$ cat src/sv/fat_entry_scan_checker_unit_assert.svh
// assertion macros shared by the scan checker rtl
`ifndef FAT_ENTRY_SCAN_CHECKER_UNIT_ASSERT_SVH
`define FAT_ENTRY_SCAN_CHECKER_UNIT_ASSERT_SVH

// same-cycle implication, checked on every rising edge outside reset
`define FESC_ASSERT_NOW(label, ante, cons, msg) \
  label: assert property (@(posedge clk) disable iff (rst) (ante) |-> (cons)) \
    else $error(msg);

// next-cycle implication, checked on every rising edge outside reset
`define FESC_ASSERT_NEXT(label, ante, cons, msg) \
  label: assert property (@(posedge clk) disable iff (rst) (ante) |=> (cons)) \
    else $error(msg);

`endif

$ cat src/sv/fesc_pkg.sv
// types, codes and helpers of the fat entry scan checker
package fesc_pkg;

  // entry classes as reported on entry_class
  typedef enum logic [2:0] {
    CLS_FREE     = 3'd0,
    CLS_BAD      = 3'd1,
    CLS_EOC      = 3'd2,
    CLS_LINK     = 3'd3,
    CLS_DUP      = 3'd4,
    CLS_INVALID  = 3'd5,
    CLS_READ_ERR = 3'd6
  } cls_t;

  // fat32 entry encodings, low 28 bits only
  localparam int unsigned ENTRY_W = 28;
  localparam logic [ENTRY_W-1:0] ENTRY_FREE    = 28'h0000000;
  localparam logic [ENTRY_W-1:0] ENTRY_BAD     = 28'hFFFFFF7;
  localparam logic [ENTRY_W-1:0] ENTRY_EOC_MIN = 28'hFFFFFF8;
  localparam logic [ENTRY_W-1:0] FIRST_CLUSTER = 28'h0000002;

  // counters and configuration
  localparam int unsigned CNT_W = 16;
  localparam logic [CNT_W-1:0] CNT_MAX = 16'hFFFF;
  localparam logic [CNT_W-1:0] CLUSTER_TOTAL_RST = 16'd65534;

  // apb register map
  localparam int unsigned PADDR_W = 2;
  localparam logic [PADDR_W-1:0] ADDR_CLUSTER_TOTAL = 2'd0;

  // scan epoch tag stored per map entry; tag zero means never seen
  localparam int unsigned EPOCH_W = 4;
  typedef logic [EPOCH_W-1:0] tag_t;
  localparam tag_t EPOCH_NONE  = 4'd0;
  localparam tag_t EPOCH_FIRST = 4'd1;
  localparam tag_t EPOCH_LAST  = 4'd15;

  // write side of the seen map
  typedef struct packed {
    logic en;
    tag_t tag;
  } seen_wr_t;

  // saturating increment
  function automatic logic [CNT_W-1:0] sat_inc(input logic [CNT_W-1:0] v);
    sat_inc = (v == CNT_MAX) ? CNT_MAX : v + 16'd1;
  endfunction

endpackage

$ cat src/sv/fesc_apb_regs.sv
// apb register block holding the cluster count
module fesc_apb_regs (
  input  logic                          clk,
  input  logic                          rst,
  input  logic                          psel,
  input  logic                          penable,
  input  logic                          pwrite,
  input  logic [fesc_pkg::PADDR_W-1:0]  paddr,
  input  logic [31:0]                   pwdata,
  output logic [31:0]                   prdata,
  output logic                          pready,
  output logic [fesc_pkg::CNT_W-1:0]    cluster_total
);

  logic wr_hit;

  // write strobe on the access phase
  assign pready = 1'b1;
  assign wr_hit = psel && penable && pwrite && pready
                  && (paddr == fesc_pkg::ADDR_CLUSTER_TOTAL);

  // cluster count register
  always_ff @(posedge clk) begin
    if (rst) begin
      cluster_total <= fesc_pkg::CLUSTER_TOTAL_RST;
    end else if (wr_hit) begin
      cluster_total <= pwdata[fesc_pkg::CNT_W-1:0];
    end
  end

  // read mux
  always_comb begin
    if (paddr == fesc_pkg::ADDR_CLUSTER_TOTAL) begin
      prdata = {16'd0, cluster_total};
    end else begin
      prdata = 32'd0;
    end
  end

endmodule

$ cat config.mk
export PLATFORM = sky130hd
export DESIGN_NAME = fesc_apb_regs
export DESIGN_NICKNAME = d
export VERILOG_FILES = /design/src/sv/fat_entry_scan_checker_unit_assert.svh /design/src/sv/fesc_pkg.sv /design/src/sv/fesc_apb_regs.sv
export SDC_FILE = /design/constraint.sdc
export NUM_CORES = 1
export LEC_CHECK = 0
export ABC_AREA = 1
export BUFFER_PORTS_ARGS = -buffer_cell sky130_fd_sc_hd__buf_2
export CAP_MARGIN = 30
export CORE_UTILIZATION = 32
export DETAILED_ROUTE_END_ITERATION = 12
export PLACE_DENSITY = 0.76
export SLEW_MARGIN = 10
export SYNTH_ARGS = -nofsm -noshare
export SYNTH_HDL_FRONTEND = slang
export SYNTH_SLANG_ARGS = --single-unit
$ cat constraint.sdc
create_clock -name clk -period 0.8 [get_ports clk]
set_input_delay 0.2 -clock clk [delete_from_list [all_inputs] [get_ports clk]]
set_output_delay 0.2 -clock clk [all_outputs]
set_load 0.005 [all_outputs]
==> flow_summary.ini <==
[run_status]
status = finished, violations left
violations = setup timing

[yosys]
syn_inst = 132
synth_edf_count = 0
synth_mux_area_share_pct = 0
ys_types = 16
postSynthAreaPerCell_sq_um = 6.75
async_flop_share_pct = 0
synthSimpleGateAreaFrac_pct = 36.5
synth-xor-area-share_pct = 0
synth_ff_type = dfxtp_1
yosysTopAreaCellShare_pct = 36.0
ys_warn_count = 0
yosysMostFrequentCell = nand2_1
synth-compound-area-share_pct = 0
synth_top_area_cell = dfxtp_1
netlist_area_sq_um = 891
netlist_top_cells_area = dfxtp_1, buf_4, nand2_1
ys_seq_elements = 16
synth_common_cells = nand2_1, inv_1, nor2_1
synth_fa_ha_area_share_pct = 0
synth_top_family_by_area = simple AND/OR/NAND/NOR gates
ys_seq_area_share_pct = 36.0

[timing]
fin_crit_sh_pct = 138
setup_ws_ps = -303
rsz0062_at_grt = true
maxSlewViolCount = 0
max_freq_mhz = 906
hold_viol = 0
setup_viol = 32
finClkSkew_ps = 0
period_needed_ps = 1100

[route]
vias = 889
wl_met2_microns = 1140
route.met3.wl_microns = 112
top_layer = met4
ant_nets = 0
vias_per_cell = 4.00
drc = 0
drt-met1-wl_microns = 859
drt_wl_total_microns = 2130
wire_per_inst_microns = 9.61
drt_iter0_drc = 7
drt_first_pass_iters = 4

[final_layout]
syn_to_final_growth_pct = 48.0
reg_top3 = cluster_total: 16 flops
finish.instance_area_sq_um = 1320
fill_cells = 273
final_nets = 232
multiInputGateArea_sq_um = 432
post-route-util_pct = 51.8
drive_above_1_share_pct = 55.7
seqCellArea_sq_um = 340
largest_reg_flops = 16
regMostFlops = cluster_total
diodes = 0

[worst_setup_path]
required_ps = 600
crit_type = reg2out
end_kind = output port
cp.arrival_ps = 900
startpoint_type = flop
critPathMaxFanout = 3

[floorplanning]
num_rows = 18
initial_core_util_pct = 35.0
die_area_sq_um = 3000
fp.dieW_microns = 54.8
die_y_microns = 54.8
ios = 88
core_region_area_sq_um = 2540

[cts]
cts_tree = yes
cts.htree.levels = 1
cts_buffers = 3
clkSinkCount = 16
clk_latency_ps = 280
ctsHoldBuffers = 0
cts_root_buf = clkbuf_4
cts_buffer_depth = 2
cts.clk_slew.worst_paths_ps = 100

[worst_hold_path]
min_path_type = in2reg

[global_routing]
grt_pass1_vias = 703
overflow = 0
grt_max_degree = 18
grtUsageTotal_pct = 14.2
grt_pass1_wl_microns = 3060
antenna_found_initial = 0

[flow_run]
maxCapViolCount = 0

[placement]
gp_congestion = 0.699
portBuffers = 54
dp_hpwl_microns = 1450
placed_area_sq_um = 1140

[pwr]
max-vdd-ir-drop_uv = 847
power_density_nw_per_um2 = 1260
leakagePower_nw = 0.828
finalPower_mw = 1.67
==> stage by stage <==
| stage | hold slack (ps) | setup slack, ps | cells | setup TNS, ps |
|---|---|---|---|---|
| 5_1_grt | 115 | -361 | 222 | -8300 |
| 6_report | 117 | -303 | 222 | -6650 |
| 2_1_floorplan | 326 | -5.39 | 147 | -53.9 |
| 4_1_cts | 114 | -264 | 219 | -6700 |
| 3_5_place_dp | 415 | -234 | 214 | -6060 |
| 3_3_place_gp | 410 | -213 | 214 | -5880 |
==> worst max-delay path, cell delays in order, from the launching register on <==
cell,delay [ps]
dfxtp_2,360
inv_2,40
nor2_2,90
buf_2,120
==> repair_timing <==
item / in CTS / in global routing
pin swaps: 16 / 3
gates cloned: 0 / 1
setup endpoints to repair: 32 / 48
gates resized for setup: 21 / 26
hold endpoints to repair: 0 / 0
setup buffers: 1 / 2
==> cells by family (layout without fill, tap and decap cells) <==
family / Yosys count / after routing
buffers and inverters: 42 / 86
other: 2 / 17
and+or+nand+nor: 72 / 73
DFF: 16 / 16
==> cell type report <==
class | count | area share (%)
Clock buffer | 4 | 2.75
Inverter | 21 | 5.98
Multi-Input combinational cell | 90 | 32.7
Sequential cell | 16 | 25.8
Tap cell | 30 | 2.85
Timing Repair Buffer | 61 | 29.9
==> per-layer routing <==
layer | global-route usage, % | up-vias
li1 | - | 475
met1 | 16.8 | 378
met2 | 25.5 | 34
met3 | 0.278 | 2
met4 | 7.69 | 0
met5 | 0 | -
==> path summary, 6_finish.rpt <==
path | from | to | slack (ps) | depth (start not counted)
worst max-delay path | cluster_total[0] | prdata[0] | -300 | 3
worst max register to register | cluster_total[8] | cluster_total[8] | 20 | 4
worst min-delay path | pwdata[8] | cluster_total[8] | 120 | 3
worst min register to register | cluster_total[11] | cluster_total[11] | 480 | 2
==> layout by cell type (no fill, tap or decap) <==
cell      Yosys  final
nand3_2       1      2
inv_2         2     16
dfxtp_2       0     16
buf_12        0      1
nor2_8        1      1
clkbuf_8      0      1
nand2_4       1      2
clkbuf_4      0      3
conb_1        2     17
nand2_1      32     31
nor2_4        0      1
nand2_8       0      1
nor2_1       19     17
inv_1        19      5
nor2_2        1      3
buf_4        17      2
buf_2         1     47
buf_6         2     11
nand3_1      16     15
==> report_power, final <==
group	internal (mW)	total [mW]	switching, mW
Clock	0.277	0.533	0.256
Sequential	0.817	0.834	0.0165
Combinational	0.146	0.301	0.155
Total	1.24	1.67	0.428
(Power assumes the default switching activity.)
